<file path="src/design/contiguous_frame_allocator_macros.svh">
// ---------------------------------------------------------------------------
// Assertion macros for the contiguous frame allocator.
// ---------------------------------------------------------------------------
`ifndef CONTIGUOUS_FRAME_ALLOCATOR_MACROS_SVH
`define CONTIGUOUS_FRAME_ALLOCATOR_MACROS_SVH
`ifndef SYNTHESIS
`define CFA_ASSERT_IMP(lbl, clk, rst_n, ante, cons) \
  lbl: assert property (@(posedge clk) disable iff (!rst_n) (ante) |-> (cons)) \
    else $error("assertion failed");
`define CFA_ASSERT_NXT(lbl, clk, rst_n, ante, cons) \
  lbl: assert property (@(posedge clk) disable iff (!rst_n) (ante) |=> (cons)) \
    else $error("assertion failed");
`else
`define CFA_ASSERT_IMP(lbl, clk, rst_n, ante, cons)
`define CFA_ASSERT_NXT(lbl, clk, rst_n, ante, cons)
`endif
`endif

</file>
<file path="src/design/cfa_pkg.sv">
// ---------------------------------------------------------------------------
// cfa_pkg
// Shared constants for the contiguous frame allocator.
// ---------------------------------------------------------------------------
package cfa_pkg;
  localparam int CfaMaxFrames = 1024;
  localparam int FnW = 20;
  localparam int CntW = 11;
  localparam logic [1:0] ST_FREE  = 2'b11;
  localparam logic [1:0] ST_HEAD  = 2'b10;
  localparam logic [1:0] ST_ALLOC = 2'b00;
  localparam logic [1:0] MODE_ALLOC = 2'd0;
  localparam logic [1:0] MODE_REL   = 2'd1;
  localparam logic [1:0] MODE_MARK  = 2'd2;
  localparam logic [1:0] STAT_OK      = 2'd0;
  localparam logic [1:0] STAT_NOSPACE = 2'd1;
  localparam logic [1:0] STAT_NOTHEAD = 2'd2;
  localparam logic [1:0] STAT_RANGE   = 2'd3;
  localparam logic CFG_BASE = 1'b0;
  localparam logic CFG_SIZE = 1'b1;
  // Memory port request from the sequencer.
  typedef struct packed {
    logic        wr;
    logic [1:0]  wdata;
  } cfa_mem_ctl_t;
endpackage

</file>
<file path="src/design/contiguous_frame_allocator.sv">
// ---------------------------------------------------------------------------
// contiguous_frame_allocator
// First-fit allocator over a two-bit frame state store.
// ---------------------------------------------------------------------------
// Channel  Dir  Fields (tdata, lowest bit first)
// in_      in   mode[1:0], frame_number[21:2], frame_count[32:22]
// out_     out  first_frame[19:0], status[21:20], free_frames[32:22]
// cfg_     in   index 0 pool_base, index 1 pool_size
//
// After reset, and after any register write, a clearing pass writes every
// entry free, one a cycle, and no word is accepted meanwhile.
// Allocate reads one frame a cycle until the run is found, then writes the
// run one frame a cycle. Release walks the head and its allocated frames;
// mark reads then writes its range. A rejected request goes straight to
// the result. The result waits in the output register until taken while
// the next word is accepted; a later result waits for it.
module contiguous_frame_allocator
  import cfa_pkg::*;
#(
  parameter int MAX_FRAMES = CfaMaxFrames
) (
  input  logic        clk,
  input  logic        rst_n,
  input  logic        in_tvalid,
  output logic        in_tready,
  input  logic [39:0] in_tdata,   // mode, frame_number, frame_count
  output logic        out_tvalid,
  input  logic        out_tready,
  output logic [39:0] out_tdata,  // first_frame, status, free_frames
  input  logic        cfg_we,
  input  logic        cfg_index,
  input  logic [19:0] cfg_wdata
);
`include "contiguous_frame_allocator_macros.svh"
  localparam int AW = $clog2(MAX_FRAMES);
  localparam int LW = AW + 1;

  localparam logic [2:0] S_CLR  = 3'd0;
  localparam logic [2:0] S_IDLE = 3'd1;
  localparam logic [2:0] S_SCAN = 3'd2;
  localparam logic [2:0] S_WR   = 3'd3;
  localparam logic [2:0] S_REL  = 3'd4;
  localparam logic [2:0] S_DONE = 3'd5;

  logic [2:0]       st_r, st_nxt;
  logic [FnW-1:0]   base_r;
  logic [CntW-1:0]  size_r;
  logic [CntW-1:0]  free_r, free_nxt;
  logic [1:0]       mode_r, mode_nxt;
  logic [LW-1:0]    cnt_r, cnt_nxt;   // requested count (clipped)
  logic [LW-1:0]    k_r, k_nxt;       // address of read issued
  logic [LW-1:0]    run_r, run_nxt;
  logic [LW-1:0]    start_r, start_nxt;
  logic [LW-1:0]    wp_r, wp_nxt;     // write pointer
  logic [LW-1:0]    taken_r, taken_nxt;
  logic [FnW-1:0]   ff_r, ff_nxt;
  logic [1:0]       stat_r, stat_nxt;
  logic [FnW-1:0]   res_ff_r, res_ff_nxt;
  logic [1:0]       res_st_r, res_st_nxt;
  logic [CntW-1:0]  fout_r, fout_nxt;
  logic             ov_r, ov_nxt;
  logic [LW-1:0]    len;
  logic [LW-1:0]    raddr;
  logic [1:0]       rdata;
  logic [AW-1:0]    waddr;
  cfa_mem_ctl_t     mctl;
  logic [1:0]       in_mode;
  logic [FnW-1:0]   in_fn, in_off;
  logic [CntW-1:0]  in_cnt;
  logic             in_acc;
  logic             off_ok;
  logic [CntW:0]    sz_clip;

  assign in_mode = in_tdata[1:0];
  assign in_fn   = in_tdata[21:2];
  assign in_cnt  = in_tdata[32:22];
  assign in_off  = in_fn - base_r;

  // Pool length in use: size clipped to the store and rounded down to four.
  always_comb begin
    sz_clip = {1'b0, size_r};
    if (int'(sz_clip) > MAX_FRAMES) sz_clip = (CntW+1)'(MAX_FRAMES);
    sz_clip[1:0] = 2'b00;
    len = LW'(sz_clip);
  end

  assign off_ok = (in_fn >= base_r) && (in_off < FnW'(len));
  assign in_tready = (st_r == S_IDLE);
  assign in_acc = in_tvalid && in_tready;

  // Sequencer.
  always_comb begin
    st_nxt = st_r; free_nxt = free_r; mode_nxt = mode_r; cnt_nxt = cnt_r;
    k_nxt = k_r; run_nxt = run_r; start_nxt = start_r; wp_nxt = wp_r;
    taken_nxt = taken_r; ff_nxt = ff_r; stat_nxt = stat_r;
    res_ff_nxt = res_ff_r; res_st_nxt = res_st_r;
    fout_nxt = fout_r; ov_nxt = ov_r;
    raddr = k_r; waddr = wp_r[AW-1:0];
    mctl.wr = 1'b0; mctl.wdata = ST_FREE;
    if (ov_r && out_tready) ov_nxt = 1'b0;
    unique case (st_r)
      S_CLR: begin
        mctl.wr = 1'b1;
        wp_nxt = wp_r + 1'b1;
        if (wp_r == LW'(MAX_FRAMES - 1)) begin
          st_nxt = S_IDLE;
          free_nxt = CntW'(len);
        end
      end
      S_IDLE: begin
        if (in_acc) begin
          mode_nxt = in_mode; k_nxt = '0; run_nxt = '0; taken_nxt = '0;
          ff_nxt = '0; stat_nxt = STAT_RANGE;
          cnt_nxt = (in_cnt > CntW'(len)) ? len + 1'b1 : LW'(in_cnt);
          priority if (in_mode == MODE_ALLOC && in_cnt != '0 && len != '0) begin
            st_nxt = S_SCAN; raddr = '0; k_nxt = LW'(1);
          end else if (in_mode == MODE_REL && off_ok) begin
            st_nxt = S_REL; raddr = LW'(in_off); k_nxt = LW'(in_off) + 1'b1;
            start_nxt = LW'(in_off);
          end else if (in_mode == MODE_MARK && in_cnt != '0 && off_ok &&
                       {1'b0, in_cnt} <= (CntW+1)'(len) - (CntW+1)'(in_off)) begin
            st_nxt = S_SCAN; raddr = LW'(in_off); k_nxt = LW'(in_off) + 1'b1;
            start_nxt = LW'(in_off);
          end else begin
            if (in_mode == MODE_ALLOC && in_cnt != '0) stat_nxt = STAT_NOSPACE;
            st_nxt = S_DONE;
          end
        end
      end
      S_SCAN: begin
        // One frame per cycle; rdata holds the frame at k_r - 1.
        raddr = k_r;
        if (mode_r == MODE_ALLOC) begin
          if (rdata == ST_FREE) begin
            run_nxt = run_r + 1'b1;
            if (run_r + 1'b1 == cnt_r) begin
              start_nxt = k_r - cnt_r; wp_nxt = k_r - cnt_r;
              st_nxt = S_WR;
            end
          end else run_nxt = '0;
          if (st_nxt == S_SCAN) begin
            if (k_r == len) begin
              stat_nxt = STAT_NOSPACE; st_nxt = S_DONE;
            end else begin
              k_nxt = k_r + 1'b1;
            end
          end
        end else begin
          if (rdata == ST_FREE) taken_nxt = taken_r + 1'b1;
          if (k_r - start_r == cnt_r) begin
            wp_nxt = start_r; st_nxt = S_WR;
          end else k_nxt = k_r + 1'b1;
        end
      end
      S_WR: begin
        mctl.wr = 1'b1;
        mctl.wdata = (wp_r == start_r) ? ST_HEAD : ST_ALLOC;
        wp_nxt = wp_r + 1'b1;
        if (wp_r + 1'b1 - start_r == cnt_r) begin
          stat_nxt = STAT_OK; st_nxt = S_DONE;
          if (mode_r == MODE_ALLOC) begin
            free_nxt = free_r - CntW'(cnt_r);
            ff_nxt = base_r + FnW'(start_r);
          end else free_nxt = free_r - CntW'(taken_r);
        end
      end
      S_REL: begin
        // Read of frame k_r - 1 is in rdata; free it while it belongs to the run.
        raddr = k_r;
        waddr = AW'(k_r - 1'b1);
        if (k_r - 1'b1 == start_r) begin
          if (rdata != ST_HEAD) begin
            stat_nxt = STAT_NOTHEAD; st_nxt = S_DONE;
          end else begin
            mctl.wr = 1'b1; taken_nxt = LW'(1);
          end
        end else if (rdata == ST_ALLOC) begin
          mctl.wr = 1'b1; taken_nxt = taken_r + 1'b1;
        end else begin
          st_nxt = S_DONE; stat_nxt = STAT_OK;
          free_nxt = free_r + CntW'(taken_r);
        end
        if (st_nxt == S_REL) begin
          if (k_r == len) begin
            st_nxt = S_DONE; stat_nxt = STAT_OK;
            free_nxt = free_r + CntW'(taken_nxt);
          end else k_nxt = k_r + 1'b1;
        end
      end
      S_DONE: begin
        // Load the output register once the previous word has gone.
        if (!ov_r || out_tready) begin
          ov_nxt = 1'b1; fout_nxt = free_r; res_ff_nxt = ff_r;
          res_st_nxt = stat_r; st_nxt = S_IDLE;
        end
      end
      default: st_nxt = S_CLR;
    endcase
    // A register write re-initialises the pool.
    if (cfg_we) begin
      st_nxt = S_CLR; wp_nxt = '0;
    end
  end

  always_ff @(posedge clk) begin
    if (!rst_n) begin
      st_r <= S_CLR; wp_r <= '0; ov_r <= 1'b0;
      base_r <= '0; size_r <= CntW'(1024);
    end else begin
      st_r <= st_nxt; wp_r <= wp_nxt; ov_r <= ov_nxt;
      if (cfg_we && cfg_index == CFG_BASE) base_r <= cfg_wdata;
      if (cfg_we && cfg_index == CFG_SIZE) size_r <= cfg_wdata[CntW-1:0];
    end
  end

  always_ff @(posedge clk) begin
    free_r <= free_nxt; mode_r <= mode_nxt; cnt_r <= cnt_nxt; k_r <= k_nxt;
    run_r <= run_nxt; start_r <= start_nxt; taken_r <= taken_nxt;
    ff_r <= ff_nxt; stat_r <= stat_nxt; fout_r <= fout_nxt;
    res_ff_r <= res_ff_nxt; res_st_r <= res_st_nxt;
  end

  cfa_state_mem #(.MAX_FRAMES(MAX_FRAMES)) u_mem (
    .clk(clk), .waddr(waddr), .ctl(mctl), .raddr(raddr[AW-1:0]), .rdata(rdata)
  );

  assign out_tvalid = ov_r;
  assign out_tdata = {7'd0, fout_r, res_st_r, res_ff_r};

  `CFA_ASSERT_IMP(a_rdy_idle, clk, rst_n, in_tready, st_r == S_IDLE)
  `CFA_ASSERT_NXT(a_acc_busy, clk, rst_n, in_acc && !cfg_we, !in_tready)
  `CFA_ASSERT_IMP(a_ff_zero, clk, rst_n, ov_r && res_st_r != STAT_OK, res_ff_r == '0)
  `CFA_ASSERT_IMP(a_wr_mem, clk, rst_n, st_r == S_WR, mctl.wr)
endmodule

</file>
<file path="src/design/cfa_state_mem.sv">
// ---------------------------------------------------------------------------
// cfa_state_mem
// Frame state store: one write port, one registered read port.
// ---------------------------------------------------------------------------
module cfa_state_mem
  import cfa_pkg::*;
#(
  parameter int MAX_FRAMES = CfaMaxFrames,
  localparam int AW = $clog2(MAX_FRAMES)
) (
  input  logic          clk,
  input  logic [AW-1:0] waddr,
  input  cfa_mem_ctl_t  ctl,
  input  logic [AW-1:0] raddr,
  output logic [1:0]    rdata
);
  logic [1:0] mem [MAX_FRAMES];

  // Write port.
  always_ff @(posedge clk) begin
    if (ctl.wr) begin
      mem[waddr] <= ctl.wdata;
    end
  end

  // Registered read port.
  always_ff @(posedge clk) begin
    rdata <= mem[raddr];
  end
endmodule

</file>
<file path="config.mk">
export PLATFORM = sky130hd
export DESIGN_NAME = contiguous_frame_allocator
export DESIGN_NICKNAME = d
export VERILOG_FILES = /design/src/design/cfa_pkg.sv /design/src/design/contiguous_frame_allocator.sv /design/src/design/cfa_state_mem.sv
export VERILOG_INCLUDE_DIRS = /design/src /design/src/design
export SDC_FILE = /design/constraint.sdc
export NUM_CORES = 2
export LEC_CHECK = 0
export BUFFER_PORTS_ARGS = -buffer_cell sky130_fd_sc_hd__buf_2
export CAP_MARGIN = 10
export CORE_MARGIN = 5
export CORE_UTILIZATION = 55
export DETAILED_ROUTE_END_ITERATION = 6
export HOLD_SLACK_MARGIN = 0.03
export PLACE_DENSITY = 0.71
export SYNTH_ARGS = -nofsm -noshare
export SYNTH_HDL_FRONTEND = slang
export SYNTH_HIERARCHICAL = 1
export SYNTH_SLANG_ARGS = --single-unit
</file>
<file path="constraint.sdc">
create_clock -name clk -period 82.8 [get_ports clk]
set_clock_uncertainty 0.05 [all_clocks]
set_input_delay 8.28 -clock clk [delete_from_list [all_inputs] [get_ports clk]]
set_output_delay 8.28 -clock clk [all_outputs]
set_load 0.01 [all_outputs]
</file>
* After elaboration in Yosys (flattened, before gate mapping)
Memory sizes are Yosys's and may differ from the RTL's. A register that Yosys moved wholly into a read port is not among the register bits. Cells that the tools add are included.
Word-level totals: register bits after elaboration 169, memory bits (writable) 2048, input bits 66, output and inout port bits 42, logic and storage cells 217, memories 1
Cells by class: $add $sub $neg 17, magnitude comparators 5, equal/unequal tests 37, multiplexer cells 100, bitwise operators 2, reduce and logical (&&, ||, !) cells 38
Memories:
- u_mem.mem | words 1024, width 2, read ports 1, clocked after memory_dff 1, write ports 1, line cfa_state_mem.sv:17 | logic [1:0] mem [MAX_FRAMES];
Operators with widths (number):
- 11-bit 2-to-1 mux | 36
- 11-bit one-hot mux with 3 select lines | 3
- 11-bit by 1-bit adder with 11-bit output, second input constant | 6
- 11-bit equality test | 6
- 11-bit one-hot mux with 2 select lines | 3
- 3-bit 2-to-1 mux | 21
- 10-bit 2-to-1 mux | 6
- 20-bit 2-to-1 mux | 3
- 11-bit subtractor | 5
- 20-bit one-hot mux with 2 select lines | 1
- 2-bit 2-to-1 mux | 16
- 2-bit inequality test, second input constant | 13
- 11-bit adder | 2
- 11-bit nonzero test | 2
- 20-bit by 11-bit adder with 20-bit output | 1
- 20-bit >= comparator | 1
- 20-bit by 11-bit < comparator with 1-bit output | 1
- 20-bit subtractor | 1
- 3-bit one-hot mux with 6 select lines | 1
- 3-bit inequality test, second input constant | 5
- 11-bit by 12-bit less-or-equal comparator with 1-bit output | 1
- 4-bit AND reduction | 3
- 11-bit by 12-bit subtractor with 12-bit output | 1
- 11-bit by 10-bit equality test with 1-bit output, second input constant | 1
- 28 further kinds | 60

* Logic depth before layout (Yosys ltp)
depth in word-level cells 11, depth in mapped cells 42, depth with buffers taken out 35

* Hierarchy
The synthesis kept the hierarchy.
By module, submodules not included:
- cfa_state_mem | times used 1, cells each 4793, area an instance 83757.8 um^2, seq. area each 61539.0 um^2
- contiguous_frame_allocator | times used 1, cells each 1803, area an instance 15217.1 um^2, seq. area each 4574.4 um^2

* Worst setup path before layout
No wires, ideal clock.
path type register to register, start register start_r[9], end memory u_mem.mem[0][1] (data pin), setup time 11170 ps, data arrival time 57427 ps, data required time 71580 ps, setup slack 14153 ps, stages on the path, launching flop included 6, path buffers 1, period minus slack after synthesis 68647 ps, path through edfxtp_1 -> clkbuf_1 -> xor2_1 -> nor4_1 -> nand4_1 -> o41ai_1
RTL lines:
- start: declaration | line contiguous_frame_allocator.sv:53 | logic [LW-1:0] start_r, start_nxt;
- start signal: assignment | line contiguous_frame_allocator.sv:218 | run_r <= run_nxt; start_r <= start_nxt; taken_r <= taken_nxt;
- end: declaration | line cfa_state_mem.sv:17

* Final worst setup path
start input port in_tdata[2], end register u_mem.rdata[0], read port of u_mem.mem
On the way: word-level cells in the longest chain between the ends 10, elaborated cells between the ends (all ways) 14, classes of those cells add/sub: 2; order compare: 3; mux: 5; reduce/logical: 4
Ends and longest elaborated chain:
- start: declaration | line contiguous_frame_allocator.sv:26 | input logic [39:0] in_tdata,
- branches (longest 6 deep; another with 20-bit subtractor)
- 10-bit 2-to-1 mux (*) | line contiguous_frame_allocator.sv:117 | end else if (in_mode == MODE_REL && off_ok) begin
- 10-bit 2-to-1 mux (*) | line contiguous_frame_allocator.sv:115 | priority if (in_mode == MODE_ALLOC && in_cnt != '0 && len != '0) begin
- 10-bit 2-to-1 mux (*) | line contiguous_frame_allocator.sv:111 | if (in_acc) begin
- 10-bit 2-to-1 mux (*) | line contiguous_frame_allocator.sv:101 | unique case (st_r)
- net raddr[0] | line contiguous_frame_allocator.sv:63 | logic [LW-1:0] raddr;
- end: declaration | line cfa_state_mem.sv:15 | output logic [1:0] rdata
Mark *: on every way through the listed nets, which the timed path passes. A chain may end at the register's enable or synchronous reset.

==> results.ini <==
[outcome]
status=complete, no violations

[cts]
h-tree-depth=4
cts_buffer_depth=3
ctsHoldBuffers=0
clock-root-buffer=clkbuf_16
clkLatencyLatePin_ns=0.86
cts_sinks=2217
cts-resized-gates=0
cts_buffers=212
cts_tree=built
cts.clk_slew.worst_paths_ns=0.06
post_cts.repair.setup_buffers=0

[sta]
tightest_slew_ns=1.253
slew_headroom_pct=15.71
setup_viol=0
finalCriticalPeriod_ns=20.25
finalSetupTns_ns=0
fmax_mhz=49.38
period_share_pct=24.46
rsz0062_at_grt=false
drv_slew=0
hold_viol_final=0

[critical_path]
worst_setup_path_end_kind=register
path_delay_family=simple AND/OR/NAND/NOR gates
path_buf_inv=8
cp.required_ns=83.31
path_depth=38
slowest_delay_ns=1.04
reg2reg_depth=36
crit_arrival_ns=20.76
cp_common_cell=a21oi_1
critPathLaunchType=input pin
crit_slowest_cell=nor4_1
worst-path-max-fanout=88
worstSetupPathType=in2reg

[synthesis]
synth_area_sq_um=98970
ys.flop_type=edfxtp_1
ys_ff_latch=2217
syn_avg_cell_area_sq_um=15.01
ys_warn_count=6
synth-async-reset-ratio_pct=0
synthCells=6596
ys_seq_area_share_pct=66.80
synth.distinct_cells=93
synth-edff-count=2171

[floorplan]
fp-row-count=155
die_w_um=434.2
ioPinCount=108
die_area_sq_um=188500
coreArea_sq_um=178800
die_y_um=434.2
start_util_pct=55.35

[cells_and_area]
fin_util_pct=60.61
final_layout_size_suffix_gt1_share_pct=15.87
area_growth_pct=9.492
mostFrequentLayoutCells=edfxtp_1, nor2_1, mux4_2
mostFrequentLayoutCell=edfxtp_1
nets=6750

[power]
power_density_nw_per_um2=20.29
total_power_w=0.002199
leakage_nw=40.20
peakVddDrop_mv=0.01993

[placed_design]
dp_hpwl_mm=149.4
port_buffers=93
globalplace.congestion=0.8935

[global_route]
grtUsageTotal_pct=27.83
grt_pass1_wl_mm=384.3
grt_pass1_vias=58674
antenna_found_initial=8
overflow=0
grt_max_degree=259

[routing]
postRouteAntennaNets=0
drc=0
drt_first_iter_violations=8012
viasPerCell=6.540
wl_per_cell_um=28.96
first_pass_iters=6
totalWireLength_mm=262.7
vias=59320

[flow_run]
cap_violations=0

[min_path]
hold_class=reg2reg
hold_depth=0

[final cells by class]
type	instances	area (sq um)
Antenna cell	4	10.01
Clock buffer	267	5574
Clock inverter	120	1159
Fill cell	13210	70440
Inverter	107	411.6
Multi-Input combinational cell	3788	30560
Sequential cell	2217	66110
Tap cell	2355	2947
Timing Repair Buffer	213	1592
[layer usage]
layer  global-route usage, %  vias to the layer above  part of all wire, %
met2                   45.38                     3283                   49
met4                   10.19                        4                  4.1
met1                   37.24                    30178                   37
met3                   6.132                      611                   11
met5                       0                        -               0.0057
li1                        -                    25244                    -
[power by group]
| part | switching, W | internal [W] | total [W] |
|---|---|---|---|
| combinational | 0.0000245 | 0.0000145 | 0.0000390 |
| sequential | 0.000000905 | 0.00121 | 0.00121 |
| clock | 0.000416 | 0.000530 | 0.000945 |
[Yosys cell counts (33+ instances only)]
cell type     n  share of area, %
o221ai_1     97              0.86
mux4_2      449                10
buf_4        35              0.27
buf_1        63              0.24
nand2b_1     35              0.22
a22oi_1      50              0.38
nor2_1     1201               4.6
mux2i_1     236               2.4
o21ai_0     150              0.76
nand2_1     303               1.1
xnor2_1     120               1.1
edfxtp_1   2171                66
o22ai_1      56              0.35
buf_6        33              0.38
nand3_1      88              0.44
clkbuf_1    315               1.2
dfxtp_1      46              0.93
nor3_1       81              0.41
xor2_1       55              0.49
nor2b_1      41              0.26
a21oi_1     182              0.92
inv_1       105              0.40
ha_1        137               1.7
[kinds of logic (layout without fill, tap and decap cells)]
group / after synthesis / in the layout / share of synthesized area (%)
other: 1 / 11 / 0.003789
and+or+nand+nor: 1929 / 1929 / 8.295
xor gates and xnor gates: 180 / 180 / 1.662
muxes: 709 / 709 / 12.88
adders and majority gates: 145 / 145 / 1.894
buffers and inverters: 597 / 707 / 2.875
DFF: 2217 / 2217 / 66.80
AOI/OAI and AO/OA: 818 / 818 / 5.595
[per-stage QoR]
step | cells | hold slack (ns) | worst slack, ns | area [sq um]
floorplan | 6602 | 0.3503 | 14.15 | 99000
global placement | 8675 | 0.3514 | 61.99 | 101500
detailed placement | 8675 | 0.3545 | 61.80 | 101500
CTS | 9062 | 0.3679 | 62.72 | 108200
global route | 9067 | 0.3738 | 61.76 | 108400
finish | 9071 | 0.3676 | 62.55 | 108400
[registers in the layout, summed over array words and instances (netlist names)]
register,count
ff_r,20
wp_r,11
st_r,3
taken_r,11
u_mem/mem,2048
u_mem/rdata,2
mode_r,2
base_r,20
res_ff_r,20
k_r,11
run_r,11
size_r,9
out_tvalid,1
free_r,11
start_r,11
cnt_r,11
fout_r,11
stat_r,2
res_st_r,2
[path summary, 6_finish.rpt]
kind                             startpoint             end  slack [ns]
worst max-delay path            in_tdata[2]  u_mem/rdata[0]       62.55
worst min-delay path                ff_r[9]     res_ff_r[9]        0.37
worst max register to register    base_r[0]  u_mem/rdata[0]       69.68
worst min register to register      ff_r[9]     res_ff_r[9]        0.37
(Power assumes the default switching activity.)
